File: src/rtl/mrw_pkg.sv
// Package for the Miller-Rabin witness round core.
// Holds the word type passed from the front end to the back end; no dependencies.
package mrw_pkg;
   localparam int WordBits = 63;

   typedef struct packed {
      logic [WordBits-1:0] candidate;
      logic [WordBits-1:0] witness_base;
   } job_type;
endpackage

File: src/rtl/mrw_front.sv
// Front end: takes request words and holds them in a two-entry queue.
// Depends on mrw_pkg.
module mrw_front (
   input  logic             clock,
   input  logic             reset,
   input  logic             req_valid,
   output logic             req_ready,
   input  mrw_pkg::job_type req_job,
   output logic             job_valid,
   input  logic             job_ready,
   output mrw_pkg::job_type job_out
);
   import mrw_pkg::*;

   job_type    slot_ff [2];
   logic       wr_ptr_ff, wr_ptr_in, rd_ptr_ff, rd_ptr_in;
   logic [1:0] count_ff, count_in;
   logic       push, pop;

   assign req_ready = (count_ff != 2'd2);
   assign job_valid = (count_ff != 2'd0);
   assign job_out   = slot_ff[rd_ptr_ff];
   assign push      = req_valid && req_ready;
   assign pop       = job_valid && job_ready;

   // Pointer and fill count update.
   always_comb begin
      wr_ptr_in = wr_ptr_ff ^ push;
      rd_ptr_in = rd_ptr_ff ^ pop;
      count_in  = count_ff + {1'b0, push} - {1'b0, pop};
   end

   always_ff @(posedge clock) begin
      if (reset) begin
         wr_ptr_ff <= 1'b0;
         rd_ptr_ff <= 1'b0;
         count_ff  <= 2'd0;
      end else begin
         wr_ptr_ff <= wr_ptr_in;
         rd_ptr_ff <= rd_ptr_in;
         count_ff  <= count_in;
      end
   end

   // Queue storage needs no reset.
   always_ff @(posedge clock) begin
      if (push) slot_ff[wr_ptr_ff] <= req_job;
   end

   assert property (@(posedge clock) disable iff (reset) count_ff != 2'd3)
      else $error("queue count out of range");
   assert property (@(posedge clock) disable iff (reset)
      (push && !pop) |=> (count_ff == $past(count_ff) + 2'd1))
      else $error("push lost");
   assert property (@(posedge clock) disable iff (reset)
      (pop && !push) |=> (count_ff == $past(count_ff) - 2'd1))
      else $error("pop lost");
endmodule

File: src/rtl/mrw_back.sv
// Back end: runs one witness round with a bit-serial modular multiplier.
// Depends on mrw_pkg.
module mrw_back #(
   parameter int OPERAND_BITS = 63
) (
   input  logic             clock,
   input  logic             reset,
   input  logic             job_valid,
   output logic             job_ready,
   input  mrw_pkg::job_type job_in,
   output logic             rsp_valid,
   input  logic             rsp_ready,
   output logic             rsp_verdict
);
   import mrw_pkg::*;

   localparam int W  = OPERAND_BITS;
   localparam int CW = $clog2(W + 1);

   localparam logic [3:0] S_IDLE = 4'd0, S_RED = 4'd1, S_SHIFT = 4'd2,
      S_POW = 4'd3, S_MUL = 4'd4, S_CHK = 4'd5, S_SQR = 4'd6, S_DONE = 4'd7;
   // What the multiplier result feeds.
   localparam logic [1:0] M_ACC = 2'd0, M_SQ = 2'd1, M_X = 2'd2;

   logic [3:0]    state_ff, state_in;
   logic [W-1:0]  n_ff, n_in, sq_ff, sq_in, acc_ff, acc_in, e_ff, e_in;
   logic [CW-1:0] s_ff, s_in, j_ff, j_in, bit_ff, bit_in;
   logic [W-1:0]  ma_ff, ma_in, mb_ff, mb_in;
   logic [W:0]    r_ff, r_in, t1, t2, t3;
   logic [1:0]    mdst_ff, mdst_in;
   logic          v_ff, v_in, rv_ff, rv_in;
   logic [W-1:0]  nm1;

   assign job_ready   = (state_ff == S_IDLE) && !rv_ff;
   assign rsp_valid   = rv_ff;
   assign rsp_verdict = v_ff;
   assign nm1         = n_ff - 1'b1;

   // One multiplier step: double, reduce, conditionally add, reduce.
   always_comb begin
      t1 = {r_ff[W-1:0], 1'b0};
      if (t1 >= {1'b0, n_ff}) t1 = t1 - {1'b0, n_ff};
      t2 = t1 + {1'b0, ma_ff};
      if (t2 >= {1'b0, n_ff}) t2 = t2 - {1'b0, n_ff};
      t3 = mb_ff[bit_ff[$clog2(W)-1:0]] ? t2 : t1;
   end

   always_comb begin
      state_in = state_ff; n_in = n_ff; sq_in = sq_ff; acc_in = acc_ff;
      e_in = e_ff; s_in = s_ff; j_in = j_ff; bit_in = bit_ff;
      ma_in = ma_ff; mb_in = mb_ff; r_in = r_ff; mdst_in = mdst_ff;
      v_in = v_ff; rv_in = rv_ff;
      if (rv_ff && rsp_ready) rv_in = 1'b0;
      unique case (state_ff)
         S_IDLE: begin
            if (job_valid && job_ready) begin
               n_in  = job_in.candidate[W-1:0];
               sq_in = job_in.witness_base[W-1:0];
               state_in = S_RED;
            end
         end
         // Base mod n by repeated compare-subtract is too slow; use the
         // multiplier: base * 1 mod n with base fed bit by bit.
         S_RED: begin
            if (n_ff == {{(W-2){1'b0}}, 2'd2}) begin
               v_in = 1'b1; state_in = S_DONE;
            end else if (n_ff < {{(W-2){1'b0}}, 2'd2} || !n_ff[0]) begin
               v_in = 1'b0; state_in = S_DONE;
            end else begin
               ma_in = {{(W-1){1'b0}}, 1'b1}; mb_in = sq_ff;
               r_in = '0; bit_in = CW'(W - 1); mdst_in = M_SQ;
               e_in = nm1; s_in = '0; acc_in = {{(W-1){1'b0}}, 1'b1};
               state_in = S_MUL;
            end
         end
         S_SHIFT: begin
            if (sq_ff == '0) begin
               v_in = 1'b1; state_in = S_DONE;
            end else if (!e_ff[0]) begin
               e_in = e_ff >> 1; s_in = s_ff + 1'b1;
            end else state_in = S_POW;
         end
         S_POW: begin
            r_in = '0; bit_in = CW'(W - 1);
            if (e_ff == '0) state_in = S_CHK;
            else if (e_ff[0]) begin
               ma_in = acc_ff; mb_in = sq_ff; mdst_in = M_ACC; state_in = S_MUL;
            end else begin
               ma_in = sq_ff; mb_in = sq_ff; mdst_in = M_SQ; state_in = S_MUL;
            end
         end
         S_MUL: begin
            r_in = t3;
            bit_in = bit_ff - 1'b1;
            if (bit_ff == '0) begin
               unique case (mdst_ff)
                  M_ACC: begin
                     acc_in = t3[W-1:0]; ma_in = sq_ff; mb_in = sq_ff;
                     r_in = '0; bit_in = CW'(W - 1); mdst_in = M_SQ;
                  end
                  M_SQ: begin
                     sq_in = t3[W-1:0];
                     if (s_ff == '0 && e_ff == nm1) state_in = S_SHIFT;
                     else begin
                        e_in = e_ff >> 1; state_in = S_POW;
                     end
                  end
                  M_X: begin
                     acc_in = t3[W-1:0]; state_in = S_SQR;
                  end
                  default: state_in = S_IDLE;
               endcase
            end
         end
         S_CHK: begin
            if (acc_ff == {{(W-1){1'b0}}, 1'b1} || acc_ff == nm1) begin
               v_in = 1'b1; state_in = S_DONE;
            end else begin
               j_in = {{(CW-1){1'b0}}, 1'b1}; state_in = S_SQR;
               v_in = 1'b0;
            end
         end
         S_SQR: begin
            if (j_ff != {{(CW-1){1'b0}}, 1'b1} || mdst_ff == M_X) begin
               if (acc_ff == {{(W-1){1'b0}}, 1'b1}) begin
                  v_in = 1'b0; state_in = S_DONE;
               end else if (acc_ff == nm1) begin
                  v_in = 1'b1; state_in = S_DONE;
               end
            end
            if (state_in == S_SQR) begin
               if (j_ff >= s_ff) begin
                  v_in = 1'b0; state_in = S_DONE;
               end else begin
                  ma_in = acc_ff; mb_in = acc_ff; r_in = '0;
                  bit_in = CW'(W - 1); mdst_in = M_X; j_in = j_ff + 1'b1;
                  state_in = S_MUL;
               end
            end
         end
         S_DONE: begin
            if (!rv_ff) begin
               rv_in = 1'b1; state_in = S_IDLE;
            end
         end
         default: state_in = S_IDLE;
      endcase
   end

   always_ff @(posedge clock) begin
      if (reset) begin
         state_ff <= S_IDLE;
         rv_ff    <= 1'b0;
         mdst_ff  <= M_ACC;
      end else begin
         state_ff <= state_in;
         rv_ff    <= rv_in;
         mdst_ff  <= mdst_in;
      end
   end

   // Datapath registers.
   always_ff @(posedge clock) begin
      n_ff <= n_in; sq_ff <= sq_in; acc_ff <= acc_in; e_ff <= e_in;
      s_ff <= s_in; j_ff <= j_in; bit_ff <= bit_in; ma_ff <= ma_in;
      mb_ff <= mb_in; r_ff <= r_in; v_ff <= v_in;
   end

   assert property (@(posedge clock) disable iff (reset)
      (rv_ff && !rsp_ready) |=> (rv_ff && $stable(v_ff)))
      else $error("result dropped while stalled");
   assert property (@(posedge clock) disable iff (reset)
      (state_ff == S_MUL) |-> (r_ff < {1'b0, n_ff}))
      else $error("partial product not reduced");
   assert property (@(posedge clock) disable iff (reset)
      job_ready |-> (state_ff == S_IDLE))
      else $error("job taken while busy");
endmodule

File: src/rtl/miller_rabin_witness_round_core.sv
// Top level of the Miller-Rabin witness round core.
// Depends on mrw_pkg, mrw_front and mrw_back.
//
//   Channel | Handshake              | Words
//   req     | req_valid / req_ready  | req_candidate, req_witness_base
//   rsp     | rsp_valid / rsp_ready  | rsp_verdict
//
// A round is a chain of modular products, each one bit-serial multiplier
// pass over OPERAND_BITS operand bits, with a setup state per exponent bit
// or squaring. A full round uses up to about 2*OPERAND_BITS products;
// trivial candidates skip the multiplier. Reset clears control state
// only. A two-word queue lets request words arrive while a round runs;
// a stalled result holds the back end.
module miller_rabin_witness_round_core #(
   parameter int OPERAND_BITS = 63
) (
   input  logic                           clock,
   input  logic                           reset,
   input  logic                           req_valid,
   output logic                           req_ready,
   input  logic [mrw_pkg::WordBits-1:0]   req_candidate,
   input  logic [mrw_pkg::WordBits-1:0]   req_witness_base,
   output logic                           rsp_valid,
   input  logic                           rsp_ready,
   output logic                           rsp_verdict
);
   import mrw_pkg::*;

   job_type req_job, job;
   logic    job_valid, job_ready;

   // Keep only the operand bits in use.
   always_comb begin
      req_job = '0;
      req_job.candidate[OPERAND_BITS-1:0]    = req_candidate[OPERAND_BITS-1:0];
      req_job.witness_base[OPERAND_BITS-1:0] = req_witness_base[OPERAND_BITS-1:0];
   end

   mrw_front u_front (
      .clock, .reset, .req_valid, .req_ready, .req_job,
      .job_valid, .job_ready, .job_out(job)
   );

   mrw_back #(.OPERAND_BITS(OPERAND_BITS)) u_back (
      .clock, .reset, .job_valid, .job_ready, .job_in(job),
      .rsp_valid, .rsp_ready, .rsp_verdict
   );
endmodule

File: config.mk
export PLATFORM = sky130hd
export DESIGN_NAME = miller_rabin_witness_round_core
export DESIGN_NICKNAME = d
export VERILOG_FILES = /design/src/rtl/mrw_pkg.sv /design/src/rtl/mrw_front.sv /design/src/rtl/mrw_back.sv /design/src/rtl/miller_rabin_witness_round_core.sv
export SDC_FILE = /design/constraint.sdc
export NUM_CORES = 2
export LEC_CHECK = 0
export BUFFER_PORTS_ARGS = -buffer_cell sky130_fd_sc_hd__buf_2
export CAP_MARGIN = 20
export CORE_MARGIN = 5
export CORE_UTILIZATION = 50
export CTS_CLUSTER_DIAMETER = 30
export CTS_CLUSTER_SIZE = 16
export DETAILED_ROUTE_END_ITERATION = 8
export HOLD_SLACK_MARGIN = 0.02
export PLACE_DENSITY = 0.77
export REMOVE_ABC_BUFFERS = 1
export SYNTH_ARGS = -nofsm -noshare
export SYNTH_HDL_FRONTEND = slang
export SYNTH_SLANG_ARGS = --single-unit
File: constraint.sdc
create_clock -name clock -period 27.9 [get_ports clock]
set_input_delay 5.58 -clock clock [delete_from_list [all_inputs] [get_ports clock]]
set_output_delay 5.58 -clock clock [all_outputs]
set_load 0.1 [all_outputs]
# --- Yosys cells after proc, flatten, opt, wreduce, memory -nomap -nowiden ---
# Memory sizes are Yosys's and may differ from the RTL's. A register that Yosys moved wholly into a read port is not among the register bits.
# Cells that the tools add are included.
totals:
  regBits: 471
  latch_bits: 0
  ram_bits: 252
  mem_bits_ro: 0
  input_bits: 130
  output_inout_bits: 3
  wordCells: 205
  n_memories: 1
classes:
  n_addsub: 9
  multipliers: 0
  div_mod_pow: 0
  magnitude_cmp: 5
  n_eq_ne: 35
  shifts: 0
  n_mux: 99
  bitwise_logic: 2
  reduce_logical: 36
memory_table:
  columns: ["name", "words", "word_bits", "read_ports", "rd_clocked_by_memory_dff", "write_ports", "line", "text"]
  rows:
  - ["u_front.slot_ff", 2, 126, 1, 1, 1, "mrw_front.sv:15", "job_type slot_ff [2];"]
ops:
  columns: ["operator", "n"]
  rows:
  - ["$mux W63", 31]
  - ["$pmux W63 S4", 3]
  - ["$pmux W63 S2", 2]
  - ["$pmux W63 S3", 1]
  - ["$ge A64 B63 Y1", 2]
  - ["$eq A63 B63 Y1", 2]
  - ["$logic_not A63 Y1", 2]
  - ["$mux W6", 13]
  - ["$add A64 B63 Y64", 1]
  - ["$mux W64", 1]
  - ["$sub A64 B63 Y64", 1]
  - ["$eq A63 B1 Y1 const B", 1]
  - ["$eq A63 B2 Y1 const B", 1]
  - ["$lt A63 B2 Y1 const B", 1]
  - ["$sub A63 B1 Y63 const B", 1]
  - ["$sub A63 B63 Y63", 1]
  - ["$mux W4", 11]
  - ["$pmux W4 S8", 1]
  - ["$ne A2 B2 Y1 const B", 14]
  - ["$pmux W6 S2", 2]
  - ["$pmux W6 S4", 1]
  - ["$eq A4 B3 Y1 const B", 5]
  - ["$mux W1", 20]
  - ["$reduce_and A5 Y1", 4]
  - ["other kinds (34)", 64]

# --- Longest topological paths before layout ---
logic_depth:
  depth_word: 9
  depth_mapped: 41
  ltp_nobuf: 34

# --- By module ---
# A second synthesis with hierarchy kept.
unflattened:
  cells_unflattened: 4737
  area_unflattened_um2: 47546.9
modules_own_cells:
  columns: ["module", "n_inst", "cells_each", "area_per_inst_um2", "seq_area_each_um2"]
  rows:
  - ["mrw_back", 1, 4318, 38114.1, 13953.4]
  - ["mrw_front", 1, 419, 9432.8, 7647.3]

# --- Worst setup path after synthesis ---
# OpenSTA, ideal clock, no wires.
synth_timing:
  path_kind: "input -> register"
  start: "in req_valid"
  end: "mem u_front.slot_ff[1][0] (netlist name), enable pin"
  setup_ps: 501
  t_arrival_ps: 8696
  required_time_ps: 27399
  setup_slack_ps: 18703
  cell_stages: 2
  path_buffers: 0
  path_cell_list: "and2_1 -> ha_1"
synth_via:
  elab_chain_cells: 3
synth_lines:
  columns: ["element", "line", "text"]
  rows:
  - ["from (decl)", "miller_rabin_witness_round_core.sv:19", "input logic req_valid,"]
  - ["$logic_and A1 B1 Y1", "mrw_front.sv:23", "assign push = req_valid && req_ready;"]
  - ["$mux W1", "mrw_front.sv:47", "if (push) slot_ff[wr_ptr_ff] <= req_job;"]
  - ["$mux W1 (not written as such)", "mrw_front.sv:47", null]
  - ["to (decl)", "mrw_front.sv:15", null]
# No other way between the ends.

# --- Worst setup path after layout ---
layout_timing:
  start: "reg u_back.n_ff[0]"
  end: "reg u_back.r_ff[4], data pin"
layout_via:
  elab_chain_cells: 9
  word_cells_on_any_way: 11
  classes_between: "add/sub (3); order compare (2); mux (6)"
layout_lines:
  columns: ["element", "line", "text"]
  rows:
  - ["from (decl)", "mrw_back.sv:26", "logic [W-1:0] n_ff, n_in, sq_ff, sq_in, acc_ff, acc_in, e_ff, e_in;"]
  - ["from (signal assigned)", "mrw_back.sv:164", "n_ff <= n_in; sq_ff <= sq_in; acc_ff <= acc_in; e_ff <= e_in;"]
  - ["$sub A64 B63 Y64 or $ge A64 B63 Y1 (tied branches)", "mrw_back.sv:42", "if (t1 >= {1'b0, n_ff}) t1 = t1 - {1'b0, n_ff};"]
  - ["$mux W64", "mrw_back.sv:42", null]
  - ["$add A64 B63 Y64", "mrw_back.sv:43", "t2 = t1 + {1'b0, ma_ff};"]
  - ["$sub A63 B63 Y63 or $ge A64 B63 Y1 (tied branches)", "mrw_back.sv:44", "if (t2 >= {1'b0, n_ff}) t2 = t2 - {1'b0, n_ff};"]
  - ["$mux W63", "mrw_back.sv:44", null]
  - ["$mux W63 *", "mrw_back.sv:45", "t3 = mb_ff[bit_ff[$clog2(W)-1:0]] ? t2 : t1;"]
  - ["$mux W63", "mrw_back.sv:96", "unique case (mdst_ff)"]
  - ["$mux W63 *", "mrw_back.sv:95", "if (bit_ff == '0) begin"]
  - ["$pmux W63 S4 *", "mrw_back.sv:54", "unique case (state_ff)"]
  - ["to (signal assigned)", "mrw_back.sv:166", "mb_ff <= mb_in; r_ff <= r_in; v_ff <= v_in;"]
  - ["to (decl)", "mrw_back.sv:29", "logic [W:0] r_ff, r_in, t1, t2, t3;"]
# Mark *: on every way between the ends. The rest lies on a longest branch, timed or not.
# A chain may end at the register's enable or synchronous reset.

==> results.tsv <==
stage	metric	value	unit
final_layout	drive_above_1_share	0.1366	
routing	drt.antenna.violating_nets	0	
die	die_area	99340	um^2
cts	cts.sinks	723	
grt	grt_pass1_vias	39310	
placement	place_ws	15740	ps
cts	clk_pin_slew	50	ps
power	vdd_ir_drop_max	132.3	uV
grt	track_usage	0.3655	
synthesis	ys.flop_type	edfxtp_1	
sta	final-setup-viol-count	0	
final_layout	final_common_cell	edfxtp_1	
routing	drt-total-wl	186.7	mm
routing	drc	0	
sta	fin_tns_setup	0	ps
cts	ctsResizeCount	0	
synthesis	syn_area	46570	um^2
synthesis	synth_edf_count	712	
synthesis	async_flop_share	0	
worst_setup_path	r2r.worst_path.cells	36	
cts	cts.htree.levels	4	
sta	min_period_over_period	0.4541	
placement	globalplace.congestion	1.071	
grt	grt_pass1_wl	265.1	mm
worst_setup_path	cp_slowest_cell	o31ai_1	
cts	cts_made_buffers	164	
final_layout	nNetsFinal	5076	
final_layout	fin_cells	6131	
grt	antenna_found_initial	5	
cts	cts_tree	built	
die	initial_core_util	0.5012	
flow_run	cap_violations	0	
final_layout	area_growth	16.87	%
cts	cts.root.buffer_cell	clkbuf_16	
worst_hold_path	holdPathStages	2	
worst_setup_path	end_kind	flip-flop	
cts	cts.path.max_buffers	3	
worst_setup_path	arrival	13250	ps
sta	tightest_slew	1189	ps
run_status	run_status	complete, no violations	
grt	grt_max_degree	75	
synthesis	synth_cell_types	103	
cts	clk_latency	790	ps
synthesis	synth_area_per_cell	10.08	um^2
synthesis	syn_inst	4622	
synthesis	ys_warn_count	0	
routing	drt-initial-drc-count	5814	
sta	drv_slew	0	
power	fin_total_pwr	7.223	mW
routing	wl_per_cell	30.45	um
placement	io_buffers	132	
final_layout	final_cell_mix	712 x edfxtp_1, 546 x nand2_1, 335 x a21oi_1	
worst_setup_path	cp_data_required_time	28480	ps
worst_hold_path	hold_class	reg -> reg	
synthesis	ys_ff_latch	723	
worst_setup_path	path_class	reg -> reg	
cts	postCtsSetupBuffers	0	
die	fp-row-count	112	
routing	num_vias	40940	
sta	fin_crit	12670	ps
die	ios	133	
synthesis	ys_seq_area_frac	0.4638	
sta	rsz0062_at_grt	no	
placement	dp.final_hpwl	137.4	mm
worst_setup_path	critPathMaxFanout	41	
placement	numPlacedInstances	5819	
grt	overflow	0	
sta	finalWorstSetupSlack	15230	ps
routing	firstDrtPassIters	5	
power	leakagePower	19.90	nW
routing	vias_per_cell	6.678	
worst_setup_path	critPathLaunchType	flip-flop	
sta	slew_headroom	0.2007	
cts	hold_buffers	0	
die	die_y	315.2	um
die	die_w	315.2	um
sta	max_freq	78.92	MHz
power	p_per_area	132.7	nW/um^2
sta	skew	37.51	ps
sta	finalHoldViolations	0	
worst_setup_path	critical_path.max_stage_delay	900	ps
die	core_area	92910	um^2
-- critical path: cells and delay by family, from the launching register on --
family	cells	cell delay, ps
compound gates	16	5720
simple gates	9	2260
buf+inv	6	1810
fa+ha+maj	3	1290
flops	1	620
mux	1	410
xor+xnor	1	220
-- layer usage --
layer	track usage	part of all wire	vias up	wire length (um)
met1	0.4803	0.38	19930	71830
met2	0.5420	0.43	2685	80080
met4	0.2064	0.067	4	12500
met5	0	0.00017	-	31
li1	-	-	17770	-
met3	0.1076	0.12	553	22250
-- Yosys cell counts, types with 9 or more instances --
cell type | number | share of area
a21o_1 | 89 | 0.014
a22oi_1 | 9 | 0.0015
nor4_1 | 97 | 0.013
nand4_1 | 89 | 0.012
or4_1 | 20 | 0.0032
nor3_1 | 122 | 0.013
mux2_2 | 89 | 0.022
a221oi_1 | 13 | 0.0024
edfxtp_1 | 712 | 0.46
ha_1 | 209 | 0.056
nor2b_1 | 37 | 0.0050
mux2i_1 | 53 | 0.011
or2_2 | 14 | 0.0019
a31oi_1 | 43 | 0.0058
o22ai_1 | 28 | 0.0038
clkbuf_1 | 210 | 0.017
and3_1 | 42 | 0.0056
a22o_1 | 65 | 0.012
buf_2 | 18 | 0.0019
o31ai_1 | 39 | 0.0063
o2111ai_1 | 13 | 0.0024
inv_1 | 175 | 0.014
buf_1 | 11 | 0.00089
nand2b_1 | 35 | 0.0047
xor2_1 | 106 | 0.020
o221ai_1 | 15 | 0.0028
nand2_1 | 549 | 0.044
dfxtp_1 | 11 | 0.0047
and2_1 | 31 | 0.0042
mux4_2 | 19 | 0.0092
and4_1 | 12 | 0.0023
or3_1 | 23 | 0.0031
o21bai_1 | 37 | 0.0060
o21ai_0 | 263 | 0.028
nand3_1 | 104 | 0.011
xnor2_1 | 240 | 0.045
nand3b_1 | 10 | 0.0016
nor2_1 | 280 | 0.023
a2111oi_0 | 14 | 0.0026
o21a_1 | 33 | 0.0053
o211ai_1 | 40 | 0.0064
a21oi_1 | 336 | 0.036
a211oi_1 | 81 | 0.013
-- registers in the layout, indices dropped and copies added, names as in the netlist, 2 cells and up --
register,count
u_back.acc_ff,63
u_back.bit_ff,6
u_back.e_ff,63
u_back.j_ff,6
u_back.ma_ff,63
u_back.mb_ff,63
u_back.mdst_ff,2
u_back.n_ff,63
u_back.r_ff,63
u_back.s_ff,6
u_back.sq_ff,63
u_back.state_ff,4
u_front.count_ff,2
u_front.slot_ff,252
-- layout make-up --
cell class | count | area, um^2
antenna | 2 | 5.005
fill | 7839 | 38480
tap | 1254 | 1569
clock inverter | 129 | 1750
timing repair buffer | 188 | 1074
multi-input combinational | 3482 | 23550
inverter | 175 | 659.4
clock buffer | 178 | 4219
sequential | 723 | 21600
-- cell families after synthesis --
| family | after synthesis | synth area share |
|---|---|---|
| AO/OA/AOI/OAI | 1233 | 0.1718 |
| buffers and inverters | 417 | 0.03450 |
| AND/OR/NAND/NOR | 1517 | 0.1598 |
| multiplexers | 161 | 0.04210 |
| adder cells (fa/ha/maj) | 212 | 0.05744 |
| other | 1 | 0.00008052 |
| flip-flops | 723 | 0.4638 |
| XOR/XNOR | 358 | 0.07045 |
-- metrics by stage --
stage	utilization	area [um^2]	hold WS, ps
floorplan	-	45620	477.0
global placement	0.5213	48430	506.2
detailed placement	0.5213	48440	524.3
CTS	0.5856	54410	533.9
global route	0.5858	54420	556.2
finish	0.5858	54430	537.5
-- power by group --
group	internal [mW]	switching, mW	total, mW	leakage [nW]
sequential	1.40	0.148	1.55	6.61
clock	1.40	0.680	2.08	2.88
combinational	1.19	2.41	3.60	10.4
-- path summary, 6_finish.rpt --
| path | startpoint | endpoint | slack [ps] |
|---|---|---|---|
| setup / recovery | u_back.n_ff[0] | u_back.r_ff[4] | 15230 |
| hold / removal | u_back.mdst_ff[1] | u_back.mdst_ff[1] | 540 |
| setup reg to reg | u_back.n_ff[0] | u_back.r_ff[4] | 15230 |
| hold reg to reg | u_back.mdst_ff[1] | u_back.mdst_ff[1] | 540 |
Note: power is estimated with default switching activity, not from simulation.
